**config.mk**
```make
export PLATFORM = sky130hd
export DESIGN_NAME = inertial_scroll_decelerator_flat
export DESIGN_NICKNAME = d
export VERILOG_FILES = /design/src/rtl/isd_pkg.sv /design/src/rtl/isd_if.sv /design/src/rtl/isd_div.sv /design/src/rtl/inertial_scroll_decelerator.sv /design/src/flat_wrapper.sv
export SDC_FILE = /design/constraint.sdc
export NUM_CORES = 2
export LEC_CHECK = 0
export ABC_AREA = 0
export BUFFER_PORTS_ARGS = -buffer_cell sky130_fd_sc_hd__buf_2
export CAP_MARGIN = 20
export CORE_MARGIN = 1
export CORE_UTILIZATION = 60
export DETAILED_ROUTE_END_ITERATION = 12
export PLACE_DENSITY_LB_ADDON = 0.25
export SLEW_MARGIN = 20
export SYNTH_ARGS = -nofsm -noshare
export SYNTH_HDL_FRONTEND = slang
export SYNTH_HIERARCHICAL = 1
export SYNTH_SLANG_ARGS = --single-unit
```
**constraint.sdc**
```tcl
create_clock -name clock -period 10.8 [get_ports clock]
set_clock_uncertainty 0.2 [all_clocks]
set_input_delay 2.16 -clock clock [delete_from_list [all_inputs] [get_ports clock]]
set_output_delay 2.16 -clock clock [all_outputs]
set_load 0.005 [all_outputs]
```
**src/rtl/isd_pkg.sv**
```systemverilog
// Shared types and constants for the inertial scroll decelerator.
// No dependencies; compile first.
package isd_pkg;

   // Serial divider geometry: speed squared over 2^17 needs 47 bits,
   // and a divisor never exceeds the 20-bit keep-speed distance.
   localparam int DIV_NUM_W = 47;
   localparam int DIV_DEN_W = 20;
   localparam int DIV_CNT_W = 6;

   localparam logic [DIV_CNT_W-1:0] WHEEL_STEPS = 6'd16;
   localparam logic [DIV_CNT_W-1:0] DECEL_STEPS = 6'd47;

   localparam int CSR_DATA_W = 20;

   typedef enum logic [1:0] {
      CMD_WHEEL = 2'd0,
      CMD_TICK  = 2'd1,
      CMD_STOP  = 2'd2,
      CMD_NOP   = 2'd3
   } cmd_type;

   typedef enum logic [1:0] {
      CSR_WHEEL_UNIT    = 2'd0,
      CSR_DIST_PER_NTCH = 2'd1,
      CSR_START_SPEED   = 2'd2,
      CSR_KEEP_DIST     = 2'd3
   } csr_index_type;

   typedef struct packed {
      logic                 start;
      logic [DIV_CNT_W-1:0] steps;
      logic [DIV_NUM_W-1:0] dividend;
      logic [DIV_DEN_W-1:0] divisor;
   } div_cmd_type;

   typedef struct packed {
      logic                 busy;
      logic                 done;
      logic [DIV_NUM_W-1:0] quotient;
   } div_res_type;

endpackage

```
**src/rtl/isd_if.sv**
```systemverilog
// Valid/ready channel interfaces for the scroll decelerator request and response beats.
// No dependencies.
interface isd_req_if;
   logic               valid;
   logic               ready;
   logic [1:0]         command;
   logic signed [15:0] rotation;

   modport source (output valid, command, rotation, input ready);
   modport sink   (input valid, command, rotation, output ready);
endinterface

interface isd_rsp_if;
   logic               valid;
   logic               ready;
   logic signed [10:0] scroll_amount;
   logic               scroll_valid;
   logic               started;
   logic               stopped;
   logic               active;

   modport source (output valid, scroll_amount, scroll_valid, started, stopped, active,
                   input ready);
   modport sink   (input valid, scroll_amount, scroll_valid, started, stopped, active,
                   output ready);
endinterface

```
**src/rtl/isd_div.sv**
```systemverilog
// Restoring serial divider, one quotient bit per cycle, MSB-first over a step count.
// Depends on isd_pkg.
module isd_div
   import isd_pkg::*;
(
   input  logic        clock,
   input  logic        reset,
   input  div_cmd_type cmd,
   output div_res_type res
);

   logic                 busy_ff;
   logic                 done_ff;
   logic [DIV_CNT_W-1:0] cnt_ff;
   logic [DIV_NUM_W-1:0] num_ff;
   logic [DIV_NUM_W-1:0] quo_ff;
   logic [DIV_DEN_W-1:0] rem_ff;
   logic [DIV_DEN_W-1:0] den_ff;

   logic [DIV_DEN_W:0]   trial;
   logic [DIV_DEN_W:0]   diff;
   logic                 fits;

   assign trial = {rem_ff, num_ff[DIV_NUM_W-1]};
   assign diff  = trial - {1'b0, den_ff};
   assign fits  = trial >= {1'b0, den_ff};

   always_ff @(posedge clock) begin
      if (reset) begin
         busy_ff <= 1'b0;
         done_ff <= 1'b0;
      end else begin
         done_ff <= 1'b0;
         if (cmd.start) begin
            busy_ff <= 1'b1;
         end else if (busy_ff && cnt_ff == DIV_CNT_W'(1)) begin
            busy_ff <= 1'b0;
            done_ff <= 1'b1;
         end
      end
   end

   always_ff @(posedge clock) begin
      if (cmd.start) begin
         cnt_ff <= cmd.steps;
         num_ff <= cmd.dividend;
         den_ff <= cmd.divisor;
         rem_ff <= '0;
         quo_ff <= '0;
      end else if (busy_ff) begin
         cnt_ff <= cnt_ff - DIV_CNT_W'(1);
         num_ff <= {num_ff[DIV_NUM_W-2:0], 1'b0};
         rem_ff <= fits ? diff[DIV_DEN_W-1:0] : trial[DIV_DEN_W-1:0];
         quo_ff <= {quo_ff[DIV_NUM_W-2:0], fits};
      end
   end

   assign res.busy     = busy_ff;
   assign res.done     = done_ff;
   assign res.quotient = quo_ff;

endmodule

```
**src/rtl/inertial_scroll_decelerator.sv**
```systemverilog
// Top level of the inertial scroll decelerator: sequencer, motion state and result register.
// Depends on isd_pkg, isd_req_if / isd_rsp_if and isd_div.
//
//   channel | dir | handshake             | payload
//   --------+-----+-----------------------+---------------------------------------------
//   req     | in  | req.valid/req.ready   | command, rotation
//   rsp     | out | rsp.valid/rsp.ready   | scroll_amount, scroll_valid, started,
//           |     |                       | stopped, active
//   csr     | in  | csr_we (no back-pressure) | csr_index, csr_wdata
//
// Every request beat produces exactly one response beat. The sequencer works on one item at a time.
// Stop, idle tick, no-op, zero-rotation wheel and tick without a deceleration refresh go
// straight to FIN. A tick that refreshes the deceleration runs DSQ (square), DGO and DDIV
// (47 divider steps), or goes from DSQ to FIN when the distance sits outside the keep-speed
// window. A wheel beat runs WDIV (16 divider steps for notches) and WADD, then the same
// deceleration path. The shared serial divider does both divides. Reset is synchronous and
// clears the sequencer, motion state and response valid, and sets the configuration to defaults;
// there is no clearing pass. A response stalled by rsp.ready holds only the result register:
// the next request beat is taken meanwhile, and its result waits in FIN.
module inertial_scroll_decelerator
   import isd_pkg::*;
#(
   parameter int DISTANCE_BITS = 24
)
(
   input  logic                  clock,
   input  logic                  reset,
   input  logic                  csr_we,
   input  logic [1:0]            csr_index,
   input  logic [CSR_DATA_W-1:0] csr_wdata,
   isd_req_if.sink               req,
   isd_rsp_if.source             rsp
);

   localparam int CMP_W = (DISTANCE_BITS > DIV_DEN_W) ? DISTANCE_BITS : DIV_DEN_W;
   localparam int PROD_W = 28;
   localparam int SUM_W = ((DISTANCE_BITS > PROD_W) ? DISTANCE_BITS : PROD_W) + 1;

   typedef enum logic [6:0] {
      ST_IDLE = 7'b0000001,
      ST_WDIV = 7'b0000010,
      ST_WADD = 7'b0000100,
      ST_DSQ  = 7'b0001000,
      ST_DGO  = 7'b0010000,
      ST_DDIV = 7'b0100000,
      ST_FIN  = 7'b1000000
   } state_type;

   // configuration
   logic [9:0]  unit_ff;
   logic [11:0] dpn_ff;
   logic [9:0]  sspeed_ff;
   logic [19:0] keep_ff;

   // motion state
   state_type               state_ff, state_in;
   logic [DISTANCE_BITS-1:0] dist_ff, dist_in;
   logic [31:0]             speed_ff, speed_in;
   logic [31:0]             decel_ff, decel_in;
   logic                    down_ff, down_in;
   logic                    running_ff, running_in;
   logic [63:0]             sq_ff, sq_in;

   // per-item result flags, gathered while the item works
   logic [10:0] amt_ff, amt_in;
   logic        sv_ff, sv_in;
   logic        began_ff, began_in;
   logic        ended_ff, ended_in;

   // response register
   logic        out_valid_ff, out_valid_in;
   logic [10:0] out_amt_ff;
   logic        out_sv_ff;
   logic        out_began_ff;
   logic        out_ended_ff;
   logic        out_active_ff;
   logic        out_load;

   div_cmd_type div_cmd;
   div_res_type div_res;

   // helpers
   logic        accept;
   cmd_type     cmd;
   logic        raw_down;
   logic [15:0] mag;
   logic        reversal;
   logic [9:0]  unit_eff;
   logic [15:0] now;
   logic [9:0]  now_clamp;
   logic [10:0] now_signed;
   logic        now_ge_dist;
   logic        dec_ge_speed;
   logic        need_decel;
   logic [PROD_W-1:0] wprod;
   logic [SUM_W-1:0]  wsum;
   logic [63:0] sq_prod;

   isd_div u_div (
      .clock (clock),
      .reset (reset),
      .cmd   (div_cmd),
      .res   (div_res)
   );

   // Configuration writes; taken only while idle by contract.
   always_ff @(posedge clock) begin
      if (reset) begin
         unit_ff   <= 10'd120;
         dpn_ff    <= 12'd100;
         sspeed_ff <= 10'd30;
         keep_ff   <= 20'd200;
      end else if (csr_we) begin
         unique case (csr_index_type'(csr_index))
            CSR_WHEEL_UNIT:    unit_ff   <= csr_wdata[9:0];
            CSR_DIST_PER_NTCH: dpn_ff    <= csr_wdata[11:0];
            CSR_START_SPEED:   sspeed_ff <= csr_wdata[9:0];
            CSR_KEEP_DIST:     keep_ff   <= csr_wdata[19:0];
            default: ;
         endcase
      end
   end

   assign accept   = req.valid && req.ready;
   assign cmd      = cmd_type'(req.command);
   assign raw_down = req.rotation[15];
   assign mag      = raw_down ? 16'(-req.rotation) : 16'(req.rotation);
   assign reversal = running_ff && (down_ff != raw_down);
   // a zero wheel unit divides as one
   assign unit_eff = (unit_ff == 10'd0) ? 10'd1 : unit_ff;

   // Tick arithmetic: emit the integer part of speed, clamp to ten bits of magnitude.
   assign now          = speed_ff[31:16];
   assign now_clamp    = (now[15:10] != 6'd0) ? 10'h3FF : now[9:0];
   assign now_signed   = down_ff ? {1'b0, now_clamp} : 11'(-{1'b0, now_clamp});
   assign now_ge_dist  = DISTANCE_BITS'(now) >= dist_ff;
   assign dec_ge_speed = decel_ff >= speed_ff;

   // Deceleration is only nonzero inside the keep-speed window and away from zero.
   assign need_decel = !(CMP_W'(dist_ff) > CMP_W'(keep_ff)) && (dist_ff != '0);

   assign wprod   = PROD_W'(div_res.quotient[15:0]) * PROD_W'(dpn_ff);
   assign wsum    = SUM_W'(dist_ff) + SUM_W'(wprod);
   assign sq_prod = 64'(speed_ff) * 64'(speed_ff);

   assign out_load = (state_ff == ST_FIN) && (!out_valid_ff || rsp.ready);

   always_comb begin
      state_in   = state_ff;
      dist_in    = dist_ff;
      speed_in   = speed_ff;
      decel_in   = decel_ff;
      down_in    = down_ff;
      running_in = running_ff;
      sq_in      = sq_ff;
      amt_in     = amt_ff;
      sv_in      = sv_ff;
      began_in   = began_ff;
      ended_in   = ended_ff;

      div_cmd.start    = 1'b0;
      div_cmd.steps    = WHEEL_STEPS;
      div_cmd.dividend = {mag, 31'd0};
      div_cmd.divisor  = DIV_DEN_W'(unit_eff);

      unique case (state_ff)
         ST_IDLE: begin
            if (accept) begin
               amt_in   = '0;
               sv_in    = 1'b0;
               began_in = 1'b0;
               ended_in = 1'b0;
               state_in = ST_FIN;
               unique case (cmd)
                  CMD_WHEEL: begin
                     if (req.rotation != 16'sd0) begin
                        // reversal drops the old run first, then the same beat restarts
                        ended_in   = reversal;
                        dist_in    = reversal ? '0 : dist_ff;
                        down_in    = raw_down;
                        speed_in   = {6'd0, sspeed_ff, 16'd0};
                        running_in = 1'b1;
                        began_in   = !running_ff || reversal;
                        div_cmd.start = 1'b1;
                        state_in   = ST_WDIV;
                     end
                  end
                  CMD_TICK: begin
                     if (running_ff) begin
                        sv_in    = 1'b1;
                        amt_in   = now_signed;
                        dist_in  = now_ge_dist ? '0 : dist_ff - DISTANCE_BITS'(now);
                        speed_in = dec_ge_speed ? '0 : speed_ff - decel_ff;
                        if (now_ge_dist || dec_ge_speed) begin
                           dist_in    = '0;
                           speed_in   = '0;
                           decel_in   = '0;
                           down_in    = 1'b1;
                           running_in = 1'b0;
                           ended_in   = 1'b1;
                        end else if (decel_ff == 32'd0) begin
                           state_in = ST_DSQ;
                        end
                     end
                  end
                  CMD_STOP: begin
                     if (running_ff) begin
                        dist_in    = '0;
                        speed_in   = '0;
                        decel_in   = '0;
                        down_in    = 1'b1;
                        running_in = 1'b0;
                        ended_in   = 1'b1;
                     end
                  end
                  CMD_NOP: ;
                  default: ;
               endcase
            end
         end
         ST_WDIV: begin
            if (div_res.done) begin
               state_in = ST_WADD;
            end
         end
         ST_WADD: begin
            // add the notch distance, saturate at all ones
            dist_in  = (wsum[SUM_W-1:DISTANCE_BITS] != '0) ? '1 : wsum[DISTANCE_BITS-1:0];
            state_in = ST_DSQ;
         end
         ST_DSQ: begin
            if (need_decel) begin
               sq_in    = sq_prod;
               state_in = ST_DGO;
            end else begin
               decel_in = '0;
               state_in = ST_FIN;
            end
         end
         ST_DGO: begin
            // v^2 / (s * 2^17): drop the 17 low bits first, then divide by s
            div_cmd.start    = 1'b1;
            div_cmd.steps    = DECEL_STEPS;
            div_cmd.dividend = sq_ff[63:17];
            div_cmd.divisor  = DIV_DEN_W'(dist_ff);
            state_in         = ST_DDIV;
         end
         ST_DDIV: begin
            if (div_res.done) begin
               decel_in = (div_res.quotient[DIV_NUM_W-1:32] != '0) ? 32'hFFFF_FFFF
                                                                   : div_res.quotient[31:0];
               state_in = ST_FIN;
            end
         end
         ST_FIN: begin
            if (out_load) begin
               state_in = ST_IDLE;
            end
         end
         default: state_in = ST_IDLE;
      endcase
   end

   always_ff @(posedge clock) begin
      if (reset) begin
         state_ff   <= ST_IDLE;
         dist_ff    <= '0;
         speed_ff   <= '0;
         decel_ff   <= '0;
         down_ff    <= 1'b1;
         running_ff <= 1'b0;
      end else begin
         state_ff   <= state_in;
         dist_ff    <= dist_in;
         speed_ff   <= speed_in;
         decel_ff   <= decel_in;
         down_ff    <= down_in;
         running_ff <= running_in;
      end
   end

   always_ff @(posedge clock) begin
      sq_ff    <= sq_in;
      amt_ff   <= amt_in;
      sv_ff    <= sv_in;
      began_ff <= began_in;
      ended_ff <= ended_in;
   end

   // Response register: load on FIN, hold while rsp is stalled, drop on take.
   always_comb begin
      out_valid_in = out_valid_ff;
      if (out_load) begin
         out_valid_in = 1'b1;
      end else if (rsp.ready) begin
         out_valid_in = 1'b0;
      end
   end

   always_ff @(posedge clock) begin
      if (reset) begin
         out_valid_ff <= 1'b0;
      end else begin
         out_valid_ff <= out_valid_in;
      end
   end

   always_ff @(posedge clock) begin
      if (out_load) begin
         out_amt_ff    <= amt_ff;
         out_sv_ff     <= sv_ff;
         out_began_ff  <= began_ff;
         out_ended_ff  <= ended_ff;
         out_active_ff <= running_ff;
      end
   end

   assign req.ready         = (state_ff == ST_IDLE);
   assign rsp.valid         = out_valid_ff;
   assign rsp.scroll_amount = out_amt_ff;
   assign rsp.scroll_valid  = out_sv_ff;
   assign rsp.started       = out_began_ff;
   assign rsp.stopped       = out_ended_ff;
   assign rsp.active        = out_active_ff;

   // The divider only runs while the sequencer waits on it.
   a_div_idle : assert property (@(posedge clock) disable iff (reset)
      (state_ff == ST_IDLE || state_ff == ST_FIN) |-> !div_res.busy)
      else $error("divider busy outside a divide state");

   // An idle run leaves no residual motion behind.
   a_halt_clean : assert property (@(posedge clock) disable iff (reset)
      (state_ff == ST_IDLE && !running_ff) |->
         (dist_ff == '0 && speed_ff == '0 && decel_ff == '0))
      else $error("motion state left over without an active run");

   // Every accepted request takes the sequencer out of idle.
   a_accept_busy : assert property (@(posedge clock) disable iff (reset)
      accept |=> (state_ff != ST_IDLE))
      else $error("request accepted without work");

   // No scroll distance without a tick result.
   a_amt_zero : assert property (@(posedge clock) disable iff (reset)
      (rsp.valid && !rsp.scroll_valid) |-> (rsp.scroll_amount == 11'sd0))
      else $error("scroll amount set on a non-tick result");

endmodule
```
**src/flat_wrapper.sv**
```systemverilog
// flat-port wrapper written by rule: the top's interface ports become plain ports
module inertial_scroll_decelerator_flat import isd_pkg::*;
#(
   parameter int DISTANCE_BITS = 24
)
  (clock, reset, csr_we, csr_index, csr_wdata, req_valid, req_command, req_rotation, req_ready, rsp_valid, rsp_scroll_amount, rsp_scroll_valid, rsp_started, rsp_stopped, rsp_active, rsp_ready);
  isd_req_if req_i ();
  isd_rsp_if rsp_i ();
  input  logic clock;
  input  logic reset;
  input  logic csr_we;
  input  logic [1:0] csr_index;
  input  logic [CSR_DATA_W-1:0] csr_wdata;
  input wire logic [$bits(req_i.valid)-1:0] req_valid;
  input wire logic [$bits(req_i.command)-1:0] req_command;
  input wire logic [$bits(req_i.rotation)-1:0] req_rotation;
  output wire logic [$bits(req_i.ready)-1:0] req_ready;
  output wire logic [$bits(rsp_i.valid)-1:0] rsp_valid;
  output wire logic [$bits(rsp_i.scroll_amount)-1:0] rsp_scroll_amount;
  output wire logic [$bits(rsp_i.scroll_valid)-1:0] rsp_scroll_valid;
  output wire logic [$bits(rsp_i.started)-1:0] rsp_started;
  output wire logic [$bits(rsp_i.stopped)-1:0] rsp_stopped;
  output wire logic [$bits(rsp_i.active)-1:0] rsp_active;
  input wire logic [$bits(rsp_i.ready)-1:0] rsp_ready;
  assign req_i.valid = req_valid;
  assign req_i.command = req_command;
  assign req_i.rotation = req_rotation;
  assign req_ready = req_i.ready;
  assign rsp_valid = rsp_i.valid;
  assign rsp_scroll_amount = rsp_i.scroll_amount;
  assign rsp_scroll_valid = rsp_i.scroll_valid;
  assign rsp_started = rsp_i.started;
  assign rsp_stopped = rsp_i.stopped;
  assign rsp_active = rsp_i.active;
  assign rsp_i.ready = rsp_ready;
  inertial_scroll_decelerator #(.DISTANCE_BITS(DISTANCE_BITS)) u_core (.clock(clock), .reset(reset), .csr_we(csr_we), .csr_index(csr_index), .csr_wdata(csr_wdata), .req(req_i), .rsp(rsp_i));
endmodule
```
Word-level counts from Yosys, hierarchy flattened
Cells that the tools add are included.

Bitwise gates (word level): 2. Multipliers: 2. Divide/modulo/power cells: 0. $add $sub $neg: 7. Magnitude comparators: 4. Muxes and demuxes: 68. Equal/unequal tests: 30. Shifts and indexed selects: 0. Reduce and logical (&&, ||, !) cells: 42.

Operators with widths (number): $mux W32 (11); $mux W24 (8); $pmux W32 S3 (2); $mux W47 (2); $mux W73 (1); $pmux W24 S3 (1); $mul A32 B32 Y64 (1); $pmux W32 S2 (1); $mux W7 (9); $pmux W7 S7 (1); $pmux W24 S2 (1); $ge A32 B32 Y1 (1); $logic_not A32 Y1 (1); $sub A32 B32 Y32 (1); $mux W10 (3); $add A24 B28 Y29 (1); $mul A16 B12 Y28 (1); $ge A16 B24 Y1 (1); $gt A24 B20 Y1 (1); $reduce_bool A24 Y1 (1); $sub A24 B16 Y24 (1); $ge A21 B20 Y1 (1); $mux W20 (1); $sub A20 B20 Y20 (1); other kinds (43) (102).

Register bits after elaboration: 385. Memories kept: 0. Logic and storage cells: 185. Bits in read-only memories: 0. Bits in latches: 0. Bits in writable memories: 0. Output and inout port bits: 17.

Logic depth before layout (Yosys ltp)
Depth after elaboration: 7. Depth in mapped cells: 29. Gate-level depth less buffers: 27.

Cells and area by module
Netlist, hierarchy kept.

By module, submodules not included: inertial_scroll_decelerator (instances 1, sequential area each 5285.1 um^2, area an instance 48192.5 um^2, cells an instance 5370); isd_div (instances 1, sequential area each 3573.4 um^2, area an instance 6607.6 um^2, cells an instance 575).

Worst setup path before layout
No wires, ideal clock.

Path type: reg2reg. Start: reg u_core.speed_ff[2]. End: reg u_core.sq_ff[45] (data pin). Slack: 2.893 ns. Required time: 10.340 ns. Stages on the path, launching flop included: 26. Arrival time: 7.447 ns. Cell sequence: dfxtp_1 > clkbuf_1 > buf_1 > nand2_1 > fa_1 > inv_1 > fa_1 > fa_1 > inv_1 > fa_1 > inv_1 > fa_1 > fa_1 > fa_1 > fa_1 > ha_1 > a21o_1 > a21o_1 > a221o_1 > and3_1 > nor2_1 > o21ai_1 > a211o_1 > a21o_1 > a221oi_2 > xnor2_1.

Word-level cells in the longest chain between the ends: 1.

RTL lines: start: declaration (line inertial_scroll_decelerator.sv:58) `logic [31:0] speed_ff, speed_in;`; start signal: assignment (line inertial_scroll_decelerator.sv:275) `speed_ff <= speed_in;`; $mul A32 B32 Y64 (line inertial_scroll_decelerator.sv:144) `assign sq_prod = 64'(speed_ff) * 64'(speed_ff);`; via u_core.sq_prod[45] (line inertial_scroll_decelerator.sv:97) `logic [63:0] sq_prod;`; end signal: assignment (line inertial_scroll_decelerator.sv:283) `sq_ff <= sq_in;`; end: declaration (line inertial_scroll_decelerator.sv:62) `logic [63:0] sq_ff, sq_in;`.

The timed path passes the listed nets, and every way through them passes these cells. A chain may end at the register's enable or synchronous reset.

Final worst setup path
Start: reg u_core.speed_ff[8]. End: reg u_core.sq_ff[60] (data pin).

The elaborated chain is that of the path after synthesis.

==> out/results.tsv <==
metric	value	unit
vias per cell	5.831	
Tot Pwr	4.559	mW
Clock Tree Buf Depth	3	
Slew @ Worst Pin	1123	ps
Worst Hold Depth	0	
worst slack, placed	1673	ps
CP required	10920	ps
# setup viols final	0	
Routed Antenna Nets	0	
WL/cell	20.68	um
CP startpoint kind	register	
final std cells w/o fill	7083	
Hold EP	u_core/rsp.scroll_amount[5]	
placed insts	7008	
Slowest-stage cell, CP	fa_1	
PortBufs	61	
Post CTS Setup Buffer Count	0	
NetSw	1.631	mW
cell internal pwr	2.928	mW
combinational share of power	0.315	
row count	110	
clock latency on the worst-skew pair	600	ps
Max Clock Freq	107.0	MHz
H-tree Lvls	2	
CTS tree	yes	
Power Density	79.16	mW/mm^2
effective utilization at floorplan	0.6069	
Routed WL	146.5	mm
VDD IR max	0.0001216	V
final worst-path cycle share	0.8657	
dpl hpwl	114.7	mm
Crit path top cell by count	fa_1	
hold_ws	224.3	ps
layout cells sized above 1	0.05250	
post-CTS sizing	0	
largest net degree at the start of global routing	72	
DP Area	0.05624	mm^2
Max-Cap Viols	0	
fin. max-slew vios	0	
Syn Area/Cell	9.218	um^2
sw frac	0.3577	
Die X	304.2	um
worst flop-to-flop path endpoint	u_core/sq_ff[60]	
Crit path buffers/inverters	7	
CORE AREA	0.09029	mm^2
initial antenna violation count	11	
crit path DAT	9470	ps
Syn Nets	7407	
Die H	304.2	um
CTS sink count	368	
overall routing resource usage	0.3295	
final core area utilization	0.6378	
Fin. Hold Viols	0	
nets	7338	
Slew HR	0.2448	
Worst-path clk slew	70	ps
vias in the first global route	43240	
crit path kind	register to register	
die area	0.09253	mm^2
Final Critical Period	9349	ps
RSZ-0062 raised after global routing	no	
final worst slack	1451	ps
IO Pins	62	
leakage power	28.72	nW
cts hold-fix bufs	0	
CTS Buf Count	41	
setup_tns	0	ps
delay of the slowest critical-path stage	540	ps
Worst setup EP type	register	
Vias	41300	
Starting DRT DRC Count	3259	
First-pass DRT Iterations	7	
FF-to-FF Start	u_core/speed_ff[8]	
Synth warnings	6	
P&R area growth vs syn	5.104	%
FF-to-FF path depth	27	
status	complete, no violations	
Layout Cell Area excl Fill	0.05759	mm^2
root buffer cell	clkbuf_16	
r2r setup slk	1450	ps
clock share of power	0.318	
Post-route DRC	0	
CP Max Fanout	7	
first-pass GRT wire length	237.5	mm
Reg power frac	0.367	
delay-heaviest family, CP	adder cells	
synthesized instance count	5944	
Final GP Congestion	0.9966	
HP Start	u_core/amt_ff[5]	
mapped cell area	0.05479	mm^2
GRT overflow	0	
Hold Crit Class	register to register	
-- worst max-delay path by stage --
stage / start / to / slack, ps / cells past startpoint
after CTS: u_core/speed_ff[8] / u_core/sq_ff[60] / 1620 / 27
after floorplan: u_core/speed_ff[2] / u_core/sq_ff[45] / 2890 / 25
after global placement: u_core/speed_ff[8] / u_core/sq_ff[60] / 1780 / 27
after detailed placement: u_core/speed_ff[8] / u_core/sq_ff[60] / 1670 / 27
after global routing: u_core/speed_ff[13] / u_core/sq_ff[56] / 1190 / 25
final: u_core/speed_ff[8] / u_core/sq_ff[60] / 1450 / 27
-- cell usage in the layout, fill, tap and decap left out, types with 12 or more instances in the layout --
cell and instances:
nor4_1 33, o31ai_1 17, a211oi_1 36, o211ai_1 14, nand2b_1 59, or2_2 12, o21ai_1 27, ha_1 459
and2_1 253, nand4_1 36, nand2_1 618, or3_1 22, a31o_2 12, nor2b_1 23, fa_1 959, buf_4 76
and3_1 20, dfxtp_1 218, nor3_1 55, nand3b_1 13, a21o_1 62, nor2_1 335, clkbuf_16 42, o21ai_0 161
xor2_1 86, edfxtp_1 149, a211o_1 14, o21bai_1 21, a31oi_1 28, a21oi_1 215, xnor2_1 94, mux2i_1 102
o21a_1 29, nand3_1 45, mux2_2 48, buf_2 60, inv_1 1263
-- power by group through the flow --
stage	Clock, mW	Combinational, mW	Sequential [mW]
finish	1.45	1.43	1.68
global route	1.52	1.56	1.69
CTS	1.47	1.40	1.67
detailed placement	0	1.39	1.70
global placement	0	1.37	1.70
floorplan	0	1.02	1.64
-- state kept, by name (all words and copies together) (netlist names), 11 cells and up --
signal / count
u_core/amt_ff: 11
u_core/rsp.scroll_amount: 11
u_core/sq_ff: 47
u_core/decel_ff: 32
u_core/dpn_ff: 12
u_core/u_div/den_ff: 20
u_core/u_div/rem_ff: 20
u_core/keep_ff: 20
u_core/dist_ff: 24
u_core/u_div/num_ff: 47
u_core/u_div/quo_ff: 47
u_core/speed_ff: 32
-- routing by layer --
metal | global-route usage | up-vias | wire length (um)
met4 | 0.1170 | 8 | 5602
li1 | - | 18460 | -
met1 | 0.4560 | 20700 | 59950
met3 | 0.05941 | 359 | 13360
met2 | 0.5220 | 1774 | 67500
met5 | 0 | - | 48
-- worst reg2reg max path: cells and delay by family (launching register included) --
| family | cells | cell delay (ps) |
|---|---|---|
| compound gates | 5 | 1790 |
| buf+inv | 7 | 1190 |
| xor+xnor | 1 | 160 |
| fa+ha+maj | 9 | 4160 |
| flops | 1 | 330 |
| simple gates | 5 | 1270 |
-- layout make-up --
type	count	area, um^2
fill	7564	32700
inverter	1276	4790
clock buffer	55	1130
timing repair buffer	137	890.9
sequential	368	8862
tap	1176	1471
antenna	2	5.005
multi-input combinational	4051	40230
clock inverter	18	210.2
(Power assumes the default switching activity.)
